[src/sv/cfs_pkg.sv]
// shared types and codes for the chained free block stack
package cfs_pkg;

    localparam int BLK_W    = 31;
    localparam int KIND_W   = 2;
    localparam int STATUS_W = 3;

    // input kinds
    localparam logic [KIND_W-1:0] KIND_ALLOC = 2'd0;
    localparam logic [KIND_W-1:0] KIND_FREE  = 2'd1;
    localparam logic [KIND_W-1:0] KIND_GROUP = 2'd2;

    // result status codes
    localparam logic [STATUS_W-1:0] ST_ALLOCATED  = 3'd0;
    localparam logic [STATUS_W-1:0] ST_NO_SPACE   = 3'd1;
    localparam logic [STATUS_W-1:0] ST_READ_GROUP = 3'd2;
    localparam logic [STATUS_W-1:0] ST_SPILL_WORD = 3'd3;
    localparam logic [STATUS_W-1:0] ST_FREED      = 3'd4;
    localparam logic [STATUS_W-1:0] ST_BAD_GROUP  = 3'd5;
    localparam logic [STATUS_W-1:0] ST_UNEXPECTED = 3'd6;

    typedef logic [1:0] wr_addr_sel_t;
    localparam wr_addr_sel_t WA_ZERO  = 2'd0;
    localparam wr_addr_sel_t WA_POS   = 2'd1;
    localparam wr_addr_sel_t WA_COUNT = 2'd2;

    typedef logic [1:0] wr_data_sel_t;
    localparam wr_data_sel_t WD_ZERO = 2'd0;
    localparam wr_data_sel_t WD_WORD = 2'd1;
    localparam wr_data_sel_t WD_BLK  = 2'd2;

    typedef logic rd_addr_sel_t;
    localparam rd_addr_sel_t RA_COUNT_M1  = 1'b0;
    localparam rd_addr_sel_t RA_SPILL_IDX = 1'b1;

    typedef logic [2:0] count_op_t;
    localparam count_op_t CNT_HOLD  = 3'd0;
    localparam count_op_t CNT_DEC   = 3'd1;
    localparam count_op_t CNT_INC   = 3'd2;
    localparam count_op_t CNT_ONE   = 3'd3;
    localparam count_op_t CNT_ZERO  = 3'd4;
    localparam count_op_t CNT_WORD  = 3'd5;
    localparam count_op_t CNT_DEPTH = 3'd6;

    typedef logic [1:0] blk_sel_t;
    localparam blk_sel_t BS_ZERO    = 2'd0;
    localparam blk_sel_t BS_ITEM    = 2'd1;
    localparam blk_sel_t BS_RD      = 2'd2;
    localparam blk_sel_t BS_PENDING = 2'd3;

    typedef logic [1:0] word_sel_t;
    localparam word_sel_t WS_ZERO  = 2'd0;
    localparam word_sel_t WS_COUNT = 2'd1;
    localparam word_sel_t WS_RD    = 2'd2;
    localparam word_sel_t WS_WORD  = 2'd3;

    typedef struct packed {
        logic                load_item;
        logic                set_modified;
        logic                mem_wr;
        wr_addr_sel_t        wr_addr_sel;
        wr_data_sel_t        wr_data_sel;
        logic                mem_rd;
        rd_addr_sel_t        rd_addr_sel;
        count_op_t           count_op;
        logic                spill_clr;
        logic                spill_inc;
        logic                refill_start;
        logic                refill_end;
        logic                pos_first;
        logic                pos_inc;
        logic                out_load;
        logic [STATUS_W-1:0] out_status;
        blk_sel_t            blk_sel;
        word_sel_t           word_sel;
        logic                out_last;
    } cfs_cmd_t;

    typedef struct packed {
        logic [KIND_W-1:0] kind;
        logic              refill;
        logic              count_zero;
        logic              count_full;
        logic              pos_zero;
        logic              pos_last;
        logic              word_big;
        logic              rd_zero;
        logic              spill_done;
        logic              out_free;
    } cfs_stat_t;

endpackage

[src/sv/cfs_ctrl.sv]
// controller state machine for the chained free block stack
module cfs_ctrl
(
    input  logic                clk,
    input  logic                rst_n,
    input  logic                in_valid,
    output logic                in_ready,
    input  cfs_pkg::cfs_stat_t  stat,
    output cfs_pkg::cfs_cmd_t   cmd
);

    localparam logic [2:0] S_IDLE      = 3'd0;
    localparam logic [2:0] S_DECODE    = 3'd1;
    localparam logic [2:0] S_ALLOC_RD  = 3'd2;
    localparam logic [2:0] S_SPILL_CNT = 3'd3;
    localparam logic [2:0] S_SPILL     = 3'd4;
    localparam logic [2:0] S_PUSH      = 3'd5;

    logic [2:0] state_reg;
    logic [2:0] state_next;

    assign in_ready = (state_reg == S_IDLE);

    always_comb
    begin
        cmd        = '0;
        state_next = state_reg;
        case (state_reg)
            S_IDLE:
            begin
                if (in_valid)
                begin
                    cmd.load_item = 1'b1;
                    state_next    = S_DECODE;
                end
            end
            S_DECODE:
            begin
                if (stat.kind == cfs_pkg::KIND_ALLOC && !stat.refill)
                begin
                    if (stat.count_zero)
                    begin
                        if (stat.out_free)
                        begin
                            cmd.set_modified = 1'b1;
                            cmd.out_load     = 1'b1;
                            cmd.out_status   = cfs_pkg::ST_NO_SPACE;
                            cmd.blk_sel      = cfs_pkg::BS_ZERO;
                            cmd.word_sel     = cfs_pkg::WS_ZERO;
                            cmd.out_last     = 1'b1;
                            state_next       = S_IDLE;
                        end
                    end
                    else
                    begin
                        cmd.set_modified = 1'b1;
                        cmd.count_op     = cfs_pkg::CNT_DEC;
                        cmd.mem_rd       = 1'b1;
                        cmd.rd_addr_sel  = cfs_pkg::RA_COUNT_M1;
                        state_next       = S_ALLOC_RD;
                    end
                end
                else if (stat.kind == cfs_pkg::KIND_FREE && !stat.refill)
                begin
                    cmd.set_modified = 1'b1;
                    if (stat.count_zero)
                    begin
                        // plant the end marker before the push
                        cmd.mem_wr      = 1'b1;
                        cmd.wr_addr_sel = cfs_pkg::WA_ZERO;
                        cmd.wr_data_sel = cfs_pkg::WD_ZERO;
                        cmd.count_op    = cfs_pkg::CNT_ONE;
                        state_next      = S_PUSH;
                    end
                    else if (stat.count_full)
                    begin
                        cmd.spill_clr = 1'b1;
                        state_next    = S_SPILL_CNT;
                    end
                    else
                    begin
                        state_next = S_PUSH;
                    end
                end
                else if (stat.kind == cfs_pkg::KIND_GROUP && stat.refill)
                begin
                    if (stat.pos_zero)
                    begin
                        if (!stat.word_big)
                        begin
                            cmd.count_op  = cfs_pkg::CNT_WORD;
                            cmd.pos_first = 1'b1;
                            state_next    = S_IDLE;
                        end
                        else if (stat.out_free)
                        begin
                            cmd.count_op   = cfs_pkg::CNT_DEPTH;
                            cmd.pos_first  = 1'b1;
                            cmd.out_load   = 1'b1;
                            cmd.out_status = cfs_pkg::ST_BAD_GROUP;
                            cmd.blk_sel    = cfs_pkg::BS_PENDING;
                            cmd.word_sel   = cfs_pkg::WS_WORD;
                            cmd.out_last   = 1'b1;
                            state_next     = S_IDLE;
                        end
                    end
                    else if (!stat.pos_last)
                    begin
                        cmd.mem_wr      = 1'b1;
                        cmd.wr_addr_sel = cfs_pkg::WA_POS;
                        cmd.wr_data_sel = cfs_pkg::WD_WORD;
                        cmd.pos_inc     = 1'b1;
                        state_next      = S_IDLE;
                    end
                    else if (stat.out_free)
                    begin
                        // last group word completes the pending allocation
                        cmd.mem_wr       = 1'b1;
                        cmd.wr_addr_sel  = cfs_pkg::WA_POS;
                        cmd.wr_data_sel  = cfs_pkg::WD_WORD;
                        cmd.refill_end   = 1'b1;
                        cmd.set_modified = 1'b1;
                        cmd.out_load     = 1'b1;
                        cmd.out_status   = cfs_pkg::ST_ALLOCATED;
                        cmd.blk_sel      = cfs_pkg::BS_PENDING;
                        cmd.word_sel     = cfs_pkg::WS_ZERO;
                        cmd.out_last     = 1'b1;
                        state_next       = S_IDLE;
                    end
                end
                else if (stat.out_free)
                begin
                    cmd.out_load   = 1'b1;
                    cmd.out_status = cfs_pkg::ST_UNEXPECTED;
                    cmd.blk_sel    = cfs_pkg::BS_ZERO;
                    cmd.word_sel   = cfs_pkg::WS_ZERO;
                    cmd.out_last   = 1'b1;
                    state_next     = S_IDLE;
                end
            end
            S_ALLOC_RD:
            begin
                if (stat.out_free)
                begin
                    cmd.out_load = 1'b1;
                    cmd.word_sel = cfs_pkg::WS_ZERO;
                    cmd.out_last = 1'b1;
                    state_next   = S_IDLE;
                    if (stat.rd_zero)
                    begin
                        cmd.count_op   = cfs_pkg::CNT_ONE;
                        cmd.out_status = cfs_pkg::ST_NO_SPACE;
                        cmd.blk_sel    = cfs_pkg::BS_ZERO;
                    end
                    else if (stat.count_zero)
                    begin
                        cmd.refill_start = 1'b1;
                        cmd.out_status   = cfs_pkg::ST_READ_GROUP;
                        cmd.blk_sel      = cfs_pkg::BS_RD;
                    end
                    else
                    begin
                        cmd.out_status = cfs_pkg::ST_ALLOCATED;
                        cmd.blk_sel    = cfs_pkg::BS_RD;
                    end
                end
            end
            S_SPILL_CNT:
            begin
                if (stat.out_free)
                begin
                    cmd.out_load    = 1'b1;
                    cmd.out_status  = cfs_pkg::ST_SPILL_WORD;
                    cmd.blk_sel     = cfs_pkg::BS_ITEM;
                    cmd.word_sel    = cfs_pkg::WS_COUNT;
                    cmd.mem_rd      = 1'b1;
                    cmd.rd_addr_sel = cfs_pkg::RA_SPILL_IDX;
                    cmd.spill_inc   = 1'b1;
                    state_next      = S_SPILL;
                end
            end
            S_SPILL:
            begin
                if (stat.out_free)
                begin
                    cmd.out_load   = 1'b1;
                    cmd.out_status = cfs_pkg::ST_SPILL_WORD;
                    cmd.blk_sel    = cfs_pkg::BS_ITEM;
                    cmd.word_sel   = cfs_pkg::WS_RD;
                    if (stat.spill_done)
                    begin
                        cmd.count_op = cfs_pkg::CNT_ZERO;
                        state_next   = S_PUSH;
                    end
                    else
                    begin
                        cmd.mem_rd      = 1'b1;
                        cmd.rd_addr_sel = cfs_pkg::RA_SPILL_IDX;
                        cmd.spill_inc   = 1'b1;
                    end
                end
            end
            S_PUSH:
            begin
                if (stat.out_free)
                begin
                    cmd.mem_wr      = 1'b1;
                    cmd.wr_addr_sel = cfs_pkg::WA_COUNT;
                    cmd.wr_data_sel = cfs_pkg::WD_BLK;
                    cmd.count_op    = cfs_pkg::CNT_INC;
                    cmd.out_load    = 1'b1;
                    cmd.out_status  = cfs_pkg::ST_FREED;
                    cmd.blk_sel     = cfs_pkg::BS_ITEM;
                    cmd.word_sel    = cfs_pkg::WS_ZERO;
                    cmd.out_last    = 1'b1;
                    state_next      = S_IDLE;
                end
            end
            default:
            begin
                state_next = S_IDLE;
            end
        endcase
    end

    always_ff @(posedge clk or negedge rst_n)
    begin
        if (!rst_n)
        begin
            state_reg <= S_IDLE;
        end
        else
        begin
            state_reg <= state_next;
        end
    end

`ifndef NO_ASSERTIONS
    a_load_only_idle: assert property (@(posedge clk) disable iff (!rst_n)
        cmd.load_item |-> state_reg == S_IDLE)
        else $error("item loaded outside idle");

    a_spill_to_push: assert property (@(posedge clk) disable iff (!rst_n)
        (state_reg == S_SPILL && stat.out_free && stat.spill_done) |=> state_reg == S_PUSH)
        else $error("spill end did not lead to push");

    a_single_write: assert property (@(posedge clk) disable iff (!rst_n)
        (cmd.mem_wr && cmd.mem_rd) |-> 1'b0)
        else $error("stack read and written in one cycle");
`endif

endmodule

[src/sv/cfs_dp.sv]
// datapath: stack memory, counters, item and result registers
module cfs_dp
#(
    parameter int STACK_DEPTH = 32
)
(
    input  logic                                clk,
    input  logic                                rst_n,
    input  cfs_pkg::cfs_cmd_t                   cmd,
    output cfs_pkg::cfs_stat_t                  stat,
    input  logic [cfs_pkg::KIND_W-1:0]          kind,
    input  logic [cfs_pkg::BLK_W-1:0]           block_number,
    input  logic [cfs_pkg::BLK_W-1:0]           group_word,
    output logic                                out_valid,
    input  logic                                out_ready,
    output logic [cfs_pkg::STATUS_W-1:0]        status,
    output logic [cfs_pkg::BLK_W-1:0]           block_number_res,
    output logic [cfs_pkg::BLK_W-1:0]           spill_word,
    output logic                                last,
    output logic                                modified
);

    localparam int AW = (STACK_DEPTH > 1) ? $clog2(STACK_DEPTH) : 1;
    localparam int CW = $clog2(STACK_DEPTH + 1);
    localparam int BW = cfs_pkg::BLK_W;

    logic [BW-1:0]               mem [STACK_DEPTH];
    logic [BW-1:0]               rd_data_reg;

    logic [cfs_pkg::KIND_W-1:0]  kind_reg;
    logic [BW-1:0]               blk_reg;
    logic [BW-1:0]               word_reg;

    logic [CW-1:0]               count_reg;
    logic [CW-1:0]               count_next;
    logic [CW-1:0]               pos_reg;
    logic [CW-1:0]               pos_next;
    logic [CW-1:0]               spill_idx_reg;
    logic [CW-1:0]               spill_idx_next;
    logic                        modified_reg;
    logic                        modified_next;
    logic                        refill_reg;
    logic                        refill_next;
    logic [BW-1:0]               pending_reg;

    logic                        out_valid_reg;
    logic                        out_valid_next;
    logic [cfs_pkg::STATUS_W-1:0] status_reg;
    logic [BW-1:0]               blk_res_reg;
    logic [BW-1:0]               word_res_reg;
    logic                        last_reg;
    logic                        modified_res_reg;

    logic [CW-1:0]               count_m1;
    logic [CW-1:0]               pos_m1;
    logic [AW-1:0]               wr_addr;
    logic [BW-1:0]               wr_data;
    logic [AW-1:0]               rd_addr;
    logic [BW-1:0]               blk_sel_val;
    logic [BW-1:0]               word_sel_val;

    assign count_m1 = count_reg - CW'(1);
    assign pos_m1   = pos_reg - CW'(1);

    always_comb
    begin
        case (cmd.wr_addr_sel)
            cfs_pkg::WA_POS:   wr_addr = pos_m1[AW-1:0];
            cfs_pkg::WA_COUNT: wr_addr = count_reg[AW-1:0];
            default:           wr_addr = '0;
        endcase
        case (cmd.wr_data_sel)
            cfs_pkg::WD_WORD: wr_data = word_reg;
            cfs_pkg::WD_BLK:  wr_data = blk_reg;
            default:          wr_data = '0;
        endcase
        rd_addr = (cmd.rd_addr_sel == cfs_pkg::RA_SPILL_IDX) ? spill_idx_reg[AW-1:0]
                                                             : count_m1[AW-1:0];
    end

    always_ff @(posedge clk)
    begin
        if (cmd.mem_wr)
        begin
            mem[wr_addr] <= wr_data;
        end
        if (cmd.mem_rd)
        begin
            rd_data_reg <= mem[rd_addr];
        end
    end

    always_comb
    begin
        case (cmd.count_op)
            cfs_pkg::CNT_DEC:   count_next = count_m1;
            cfs_pkg::CNT_INC:   count_next = count_reg + CW'(1);
            cfs_pkg::CNT_ONE:   count_next = CW'(1);
            cfs_pkg::CNT_ZERO:  count_next = '0;
            cfs_pkg::CNT_WORD:  count_next = word_reg[CW-1:0];
            cfs_pkg::CNT_DEPTH: count_next = CW'(STACK_DEPTH);
            default:            count_next = count_reg;
        endcase

        pos_next = pos_reg;
        if (cmd.refill_start || cmd.refill_end)
        begin
            pos_next = '0;
        end
        else if (cmd.pos_first)
        begin
            pos_next = CW'(1);
        end
        else if (cmd.pos_inc)
        begin
            pos_next = pos_reg + CW'(1);
        end

        spill_idx_next = spill_idx_reg;
        if (cmd.spill_clr)
        begin
            spill_idx_next = '0;
        end
        else if (cmd.spill_inc)
        begin
            spill_idx_next = spill_idx_reg + CW'(1);
        end

        refill_next = refill_reg;
        if (cmd.refill_start)
        begin
            refill_next = 1'b1;
        end
        else if (cmd.refill_end)
        begin
            refill_next = 1'b0;
        end

        modified_next = modified_reg | cmd.set_modified;

        case (cmd.blk_sel)
            cfs_pkg::BS_ITEM:    blk_sel_val = blk_reg;
            cfs_pkg::BS_RD:      blk_sel_val = rd_data_reg;
            cfs_pkg::BS_PENDING: blk_sel_val = pending_reg;
            default:             blk_sel_val = '0;
        endcase
        case (cmd.word_sel)
            cfs_pkg::WS_COUNT: word_sel_val = BW'(count_reg);
            cfs_pkg::WS_RD:    word_sel_val = rd_data_reg;
            cfs_pkg::WS_WORD:  word_sel_val = word_reg;
            default:           word_sel_val = '0;
        endcase

        if (cmd.out_load)
        begin
            out_valid_next = 1'b1;
        end
        else if (out_ready)
        begin
            out_valid_next = 1'b0;
        end
        else
        begin
            out_valid_next = out_valid_reg;
        end
    end

    always_ff @(posedge clk or negedge rst_n)
    begin
        if (!rst_n)
        begin
            count_reg     <= '0;
            pos_reg       <= '0;
            spill_idx_reg <= '0;
            refill_reg    <= 1'b0;
            modified_reg  <= 1'b0;
            pending_reg   <= '0;
            out_valid_reg <= 1'b0;
        end
        else
        begin
            count_reg     <= count_next;
            pos_reg       <= pos_next;
            spill_idx_reg <= spill_idx_next;
            refill_reg    <= refill_next;
            modified_reg  <= modified_next;
            if (cmd.refill_start)
            begin
                pending_reg <= rd_data_reg;
            end
            out_valid_reg <= out_valid_next;
        end
    end

    // item and result payload
    always_ff @(posedge clk)
    begin
        if (cmd.load_item)
        begin
            kind_reg <= kind;
            blk_reg  <= block_number;
            word_reg <= group_word;
        end
        if (cmd.out_load)
        begin
            status_reg       <= cmd.out_status;
            blk_res_reg      <= blk_sel_val;
            word_res_reg     <= word_sel_val;
            last_reg         <= cmd.out_last;
            modified_res_reg <= modified_next;
        end
    end

    always_comb
    begin
        stat.kind       = kind_reg;
        stat.refill     = refill_reg;
        stat.count_zero = (count_reg == '0);
        stat.count_full = (count_reg >= CW'(STACK_DEPTH));
        stat.pos_zero   = (pos_reg == '0);
        stat.pos_last   = (pos_reg >= CW'(STACK_DEPTH));
        stat.word_big   = (word_reg > BW'(STACK_DEPTH));
        stat.rd_zero    = (rd_data_reg == '0);
        stat.spill_done = (spill_idx_reg == CW'(STACK_DEPTH));
        stat.out_free   = !out_valid_reg || out_ready;
    end

    assign out_valid        = out_valid_reg;
    assign status           = status_reg;
    assign block_number_res = blk_res_reg;
    assign spill_word       = word_res_reg;
    assign last             = last_reg;
    assign modified         = modified_res_reg;

`ifndef NO_ASSERTIONS
    a_count_bound: assert property (@(posedge clk) disable iff (!rst_n)
        count_reg <= CW'(STACK_DEPTH))
        else $error("stack count above depth");

    a_pos_idle: assert property (@(posedge clk) disable iff (!rst_n)
        !refill_reg |-> pos_reg == '0)
        else $error("refill position moved without a refill");

    a_no_overwrite: assert property (@(posedge clk) disable iff (!rst_n)
        cmd.out_load |-> (!out_valid_reg || out_ready))
        else $error("result register overwritten before taken");

    a_modified_sticky: assert property (@(posedge clk) disable iff (!rst_n)
        $past(modified_reg) |-> modified_reg)
        else $error("modified flag cleared");
`endif

endmodule

[src/sv/chained_free_block_stack_top.sv]
// top level of the chained free block stack
//
//  channel  direction  handshake            payload
//  in       input      in_valid/in_ready    kind, block_number, group_word
//  out      output     out_valid/out_ready  status, block_number_res, spill_word, last, modified
//
// one transaction at a time: a group word, a rejected request or an empty-stack allocation ends
// after decode; a free goes through decode and push, any other allocation through decode and a
// stack memory read. a free into a full stack first walks out STACK_DEPTH+1 spill words (the
// count word, then every entry) before the push; steps with a result wait while the output stalls.
// each result waits in one output register; the next transaction is taken while it waits.
// reset clears the count, flags and refill position; the stack memory is not cleared.
module chained_free_block_stack_top
#(
    parameter int STACK_DEPTH = 32
)
(
    input  logic                           clk,
    input  logic                           rst_n,
    input  logic                           in_valid,
    output logic                           in_ready,
    input  logic [cfs_pkg::KIND_W-1:0]     kind,
    input  logic [cfs_pkg::BLK_W-1:0]      block_number,
    input  logic [cfs_pkg::BLK_W-1:0]      group_word,
    output logic                           out_valid,
    input  logic                           out_ready,
    output logic [cfs_pkg::STATUS_W-1:0]   status,
    output logic [cfs_pkg::BLK_W-1:0]      block_number_res,
    output logic [cfs_pkg::BLK_W-1:0]      spill_word,
    output logic                           last,
    output logic                           modified
);

    cfs_pkg::cfs_cmd_t  cmd;
    cfs_pkg::cfs_stat_t stat;

    cfs_ctrl u_ctrl
    (
        .clk      (clk),
        .rst_n    (rst_n),
        .in_valid (in_valid),
        .in_ready (in_ready),
        .stat     (stat),
        .cmd      (cmd)
    );

    cfs_dp
    #(
        .STACK_DEPTH (STACK_DEPTH)
    )
    u_dp
    (
        .clk              (clk),
        .rst_n            (rst_n),
        .cmd              (cmd),
        .stat             (stat),
        .kind             (kind),
        .block_number     (block_number),
        .group_word       (group_word),
        .out_valid        (out_valid),
        .out_ready        (out_ready),
        .status           (status),
        .block_number_res (block_number_res),
        .spill_word       (spill_word),
        .last             (last),
        .modified         (modified)
    );

endmodule

[config.mk]
export PLATFORM = sky130hd
export DESIGN_NAME = chained_free_block_stack_top
export DESIGN_NICKNAME = d
export VERILOG_FILES = /design/src/sv/cfs_pkg.sv /design/src/sv/cfs_ctrl.sv /design/src/sv/cfs_dp.sv /design/src/sv/chained_free_block_stack_top.sv
export SDC_FILE = /design/constraint.sdc
export NUM_CORES = 1
export LEC_CHECK = 0
export ABC_AREA = 1
export BUFFER_PORTS_ARGS = -buffer_cell sky130_fd_sc_hd__buf_2
export CAP_MARGIN = 20
export CORE_MARGIN = 10
export CORE_UTILIZATION = 25
export CTS_CLUSTER_SIZE = 25
export DETAILED_ROUTE_END_ITERATION = 10
export SLEW_MARGIN = 20
export SYNTH_ARGS = -nofsm -noshare
export SYNTH_HDL_FRONTEND = slang
export SYNTH_SLANG_ARGS = --single-unit
[constraint.sdc]
create_clock -name clk -period 7.4 [get_ports clk]
set_clock_uncertainty 0.1 [all_clocks]
set_input_delay 1.11 -clock clk [delete_from_list [all_inputs] [get_ports clk]]
set_output_delay 1.11 -clock clk [all_outputs]
set_load 0.03 [all_outputs]
# Word-level counts from Yosys, hierarchy flattened
# Memories as Yosys holds them, arrays and structs flattened. A register that Yosys moved wholly into a read port is not among the register bits.
# Cells that the tools add are included.
word_totals:
  memories: 1
  out_inout_bits: 69
  elab_cells: 179
  regBits: 186
  ram_bits: 992
memory_table:
  columns: ["name", "words", "width", "rd", "rd_clocked_by_memory_dff", "write_ports", "line_no", "rtl"]
  rows:
  - ["u_dp.mem", 32, 31, 1, 1, 1, "cfs_dp.sv:27", "logic [BW-1:0] mem [STACK_DEPTH];"]
classes:
  eq_ne: 28
  add_sub_neg: 5
  bitwise: 1
  muxes: 106
  n_lt_le_gt_ge: 3
  n_reduce_logical: 19
op_table:
  columns: ["op", "n"]
  rows:
  - ["31-bit case mux with 3 select lines", 2]
  - ["9-bit two-way mux", 12]
  - ["3-bit two-way mux", 25]
  - ["31-bit case mux with 2 select lines", 1]
  - ["6-bit two-way mux", 9]
  - ["8-bit case mux with 5 select lines", 1]
  - ["6-bit case mux with 6 select lines", 1]
  - ["5-bit two-way mux", 7]
  - ["31-bit by 6-bit greater-than comparator with 1-bit output (second input constant)", 1]
  - ["31-bit zero test", 1]
  - ["1-bit two-way mux", 30]
  - ["5-bit case mux with 2 select lines", 2]
  - ["6-bit by 1-bit adder with 6-bit output (second input constant)", 3]
  - ["8-bit two-way mux", 2]
  - ["3-bit equality test (second input constant)", 5]
  - ["3-bit case mux with 5 select lines", 1]
  - ["2-bit equality test (second input constant)", 7]
  - ["3-bit by 2-bit equality test with 1-bit output (second input constant)", 4]
  - ["6-bit >= comparator (second input constant)", 2]
  - ["6-bit zero test", 2]
  - ["12-bit two-way mux", 1]
  - ["2-bit two-way mux", 6]
  - ["3-bit case mux with 4 select lines", 1]
  - ["2-bit by 1-bit equality test with 1-bit output (second input constant)", 5]
  - ["20 further kinds", 31]

# Logic depth before layout (Yosys ltp)
logic_depth:
  word_depth: 12
  depth_mapped: 18
  ltp_nobuf: 16

# Hierarchy
# From an unflattened synthesis, not the netlist that was laid out.
unflattened:
  cells_unflattened: 5238
  area_unflattened_um2: 53611.4
modules_own_cells:
  columns: ["module", "cells_per_inst", "area_each_um2", "instances", "seq_area_each_um2"]
  rows:
  - ["cfs_dp", 5094, 52900.7, 1, 35954.5]
  - ["cfs_ctrl", 144, 710.7, 1, 75.1]

# Least setup slack after synthesis
# No wires, ideal clock.
synth_path:
  kind: "input to register"
  startpoint: "in in_valid"
  endpoint: "reg u_dp.blk_reg[0] (enable)"
  setup_ns: 0.565
  path_stages: 2
  n_path_buf: 0
  required_time_ns: 6.735
  arrival_ns: 5.496
  slack_ns: 1.239
  path_cell_list: "inv_1 > nor3_1"
synth_rtl:
  columns: ["element", "line_no", "rtl"]
  rows:
  - ["start: declaration", "chained_free_block_stack_top.sv:20", "input logic in_valid,"]
  - ["end signal: assignment", "cfs_dp.sv:201", "blk_reg <= block_number;"]
  - ["end: declaration", "cfs_dp.sv:31", "logic [BW-1:0] blk_reg;"]

# Final worst setup path
layout_path:
  startpoint: "in out_ready"
  endpoint: "mem u_dp.mem[6][23] (netlist name) (enable)"
layout_via:
  elab_chain_cells: 10
layout_rtl:
  columns: ["element", "line_no", "rtl"]
  rows:
  - ["start: declaration", "chained_free_block_stack_top.sv:26", "input logic out_ready,"]
  - ["1-bit logical OR *", "cfs_dp.sv:225", "stat.out_free = !out_valid_reg || out_ready;"]
  - ["6-bit two-way mux", "cfs_ctrl.sv:115", "else if (stat.out_free)"]
  - ["5-bit two-way mux", "cfs_ctrl.sv:107", "else if (!stat.pos_last)"]
  - ["6-bit two-way mux", "cfs_ctrl.sv:87", "if (stat.pos_zero)"]
  - ["6-bit two-way mux", "cfs_ctrl.sv:85", "else if (stat.kind == cfs_pkg::KIND_GROUP && stat.refill)"]
  - ["6-bit two-way mux", "cfs_ctrl.sv:63", "else if (stat.kind == cfs_pkg::KIND_FREE && !stat.refill)"]
  - ["5-bit two-way mux", "cfs_ctrl.sv:39", "if (stat.kind == cfs_pkg::KIND_ALLOC && !stat.refill)"]
  - ["5-bit case mux with 2 select lines *", "cfs_ctrl.sv:28", "case (state_reg)"]
  - ["2-bit equality test, or another cell as far along", "cfs_dp.sv:67", "case (cmd.wr_addr_sel)"]
  - ["5-bit case mux with 2 select lines or 1-bit two-way mux (tied branches)", "cfs_dp.sv:67, cfs_dp.sv:85", null]
  - ["end: declaration", "cfs_dp.sv:27", null]
# Mark *: on every way between the ends. The rest lies on a longest branch, timed or not.

==> out/results.txt <==
outcome: finished clean
FMAX: 201 MHz
count of standard-cell rows: 164
Total GRT Usage: 0.123
Crit Path Category: in2reg
global-route wire length before repair: 212000 µm
CP arrival: 5.26 ns
Final Util: 0.291
CTS tree: built
Post-synth EDFFs: 1154
slew margin rel.: 0.232
Max-Cap Viols: 0
Syn Nets: 4353
Peak supply drop: 0.728 mV
Die Width: 469 µm
DP HPWL: 78800 µm
sequential area share after synthesis: 0.715
Vias: 34200
layout cells sized above 1: 0.108
total setup buffers inserted after CTS: 0
CP max FO: 32
Leak: 0.0187 µW
overall power: 27900 µW
Synth Area in Simple Gates: 0.148
cts bufs inserted: 120
CP Cell Sequence: buf_2 > nor2_1 > inv_1 > o211ai_1 > nor2_1 > inv_1 > ha_1 > buf_4 > a22oi_1 > nor2_1 > nand3_1 > nor2_4 > buf_4
clk buf depth: 3
clk_lat worst skew: 0.73 ns
RSZ-0062 raised after global routing: false
Worst Hold Class: reg2reg
Post-Syn Area: 50400 µm²
area delta synth->final: 15.6%
hold buffers post-CTS: 0
DIE AREA: 220000 µm²
clock sinks: 1209
fin. max-slew vios: 0
drt drc: 0
startpoint types: input port
final-stage net count: 4392
largest reg by FF count: u_dp.mem
min Tclk post-route: 4.98 ns
CP max stage delay: 0.60 ns
Crit. End Element: register
port bufs: 136
setup TNS: 0 ns
PwrDens: 479 nW/µm²
drt first pass iters: 7
critical path's slowest cell: nor2_4
Reg clk slew, reported paths: 0.06 ns
Initial Util: 0.252
Synth Area in Compound Gates: 0.0953
Core ar.: 200000 µm²
post-CTS sizing: 0
H-tree Lvls: 3
Post-synth ARST share: 0.0455
routed len/inst: 20.1 µm
max reg flops: 992
most frequent cells in the layout: edfxtp_1 (1154), nand2_1 (927), nand3_1 (648), a21oi_1 (511), o21ai_0 (217)
synthesis warning total: 0
most common cell after layout, fill and taps aside: edfxtp_1
Synth Flop Type: edfxtp_1
placed instance area: 54300 µm²
final antenna-violating net count: 0
initial antenna violation count: 2
XOR/XNOR Fraction of Synth Area: 0.000695
Yosys cell types: 45
clock root buffer: clkbuf_16
GRT Residual Overflow: 0
Crit path top cell by count: nor2_1
Post-Layout Inst Area: 58300 µm²
DIE HEIGHT: 469 µm
Synth Instances: 4275
Yosys reg bits: 1209
Critical Path RT: 7.68 ns
Final Setup Violations: 0
final WL: 142000 µm
vias per cell: 4.84
Final period util: 0.673
largest net degree at the start of global routing: 189
multiplexer share of the synthesized area: 0
synthesized area per cell: 11.8 µm²
RePlAce Congestion: 0.865
initial detailed-routing violation count: 4220
largest family of logic cells by synthesized area: simple AND/OR/NAND/NOR gates
Tightest Pin Transition: 1.15 ns
vias in the first global route: 32600
Synth Area in Adders: 0.00248
Fin. Hold Viols: 0
io pins: 137
power by group:
group	internal, µW	leakage, µW	switching [µW]
Combinational	3580	0.00740	9800
Sequential	8350	0.00951	311
Clock	3260	0.00181	2590
metrics by stage:
| step | setup slack, ns | cells | hold slack, ns |
|---|---|---|---|
| 6_report | 2.42 | 7064 | 0.384 |
| 5_1_grt | 2.05 | 7063 | 0.408 |
| 3_3_place_gp | 1.62 | 6832 | 0.366 |
| 3_5_place_dp | 1.82 | 6837 | 0.373 |
| 4_1_cts | 2.56 | 7051 | 0.388 |
| 2_1_floorplan | 1.24 | 4275 | 0.336 |
per-layer routing:
layer,vias up,track usage,part of all wire,wire (µm)
met5,-,0,0,0
li1,15500,-,-,-
met2,1499,0.187,0.44,62600
met1,17000,0.176,0.44,62400
met4,0,0.0303,0.021,2990
met3,187,0.0290,0.098,13900
worst max-delay path: cells and delay by family:
kind | cells | cell delay (ns)
AND/OR/NAND/NOR | 5 | 2.12
buffers and inverters | 5 | 1.36
AO/OA/AOI/OAI | 2 | 0.47
adder cells (fa/ha/maj) | 1 | 0.16
final timing paths:
kind                                           from                    end  slack [ns]  cells past startpoint
max in group asynchronous                     rst_n   u_dp.pending_reg[19]        6.19                      2
worst min register to register  u_dp.pending_reg[0]    u_dp.pending_reg[0]        0.38                      2
worst min-delay path            u_dp.pending_reg[0]    u_dp.pending_reg[0]        0.38                      2
worst max register to register       u_dp.out_valid        u_dp.mem[6][23]        2.54                     13
min in group asynchronous                     rst_n  u_dp.spill_idx_reg[1]        0.47                      2
worst max-delay path                      out_ready        u_dp.mem[6][23]        2.42                     13
area by class of cell:
| class | instances | area [µm²] |
|---|---|---|
| antenna | 2 | 5.00 |
| clock buffer | 145 | 3160 |
| clock inverter | 69 | 548 |
| fill | 20200 | 142000 |
| inverter | 99 | 383 |
| multi-input combinational | 2665 | 13000 |
| sequential | 1209 | 36000 |
| tap | 2656 | 3320 |
| timing repair buffer | 219 | 1790 |
synthesized netlist by cell type, types with 3 or more instances:
cell,count,area [µm²]
a21oi_1,542,2710
o22ai_1,4,25.0
a211oi_1,4,30.0
nand3_1,648,3240
buf_1,3,11.3
o211ai_1,32,240
xor2_1,4,35.0
buf_4,30,225
o21ai_1,100,500
nand4_1,23,144
ha_1,10,125
buf_2,166,831
nor3b_1,3,22.5
nor3_1,11,55.1
clkbuf_1,85,319
buf_6,18,203
inv_2,6,22.5
dfrtp_1,55,1380
inv_1,93,349
edfxtp_1,1154,34700
o21ai_0,218,1090
nand2_2,3,18.8
o221ai_1,7,61.3
nor2_1,94,353
a31oi_1,4,25.0
nand2_1,930,3490
kinds of logic after synthesis:
logic type	after synthesis
AND/OR/NAND/NOR	1727
flip-flops	1209
AO/OA/AOI/OAI	924
buffers and inverters	401
adder cells (fa/ha/maj)	10
XOR/XNOR	4
Power figures use the tool's default switching activity.
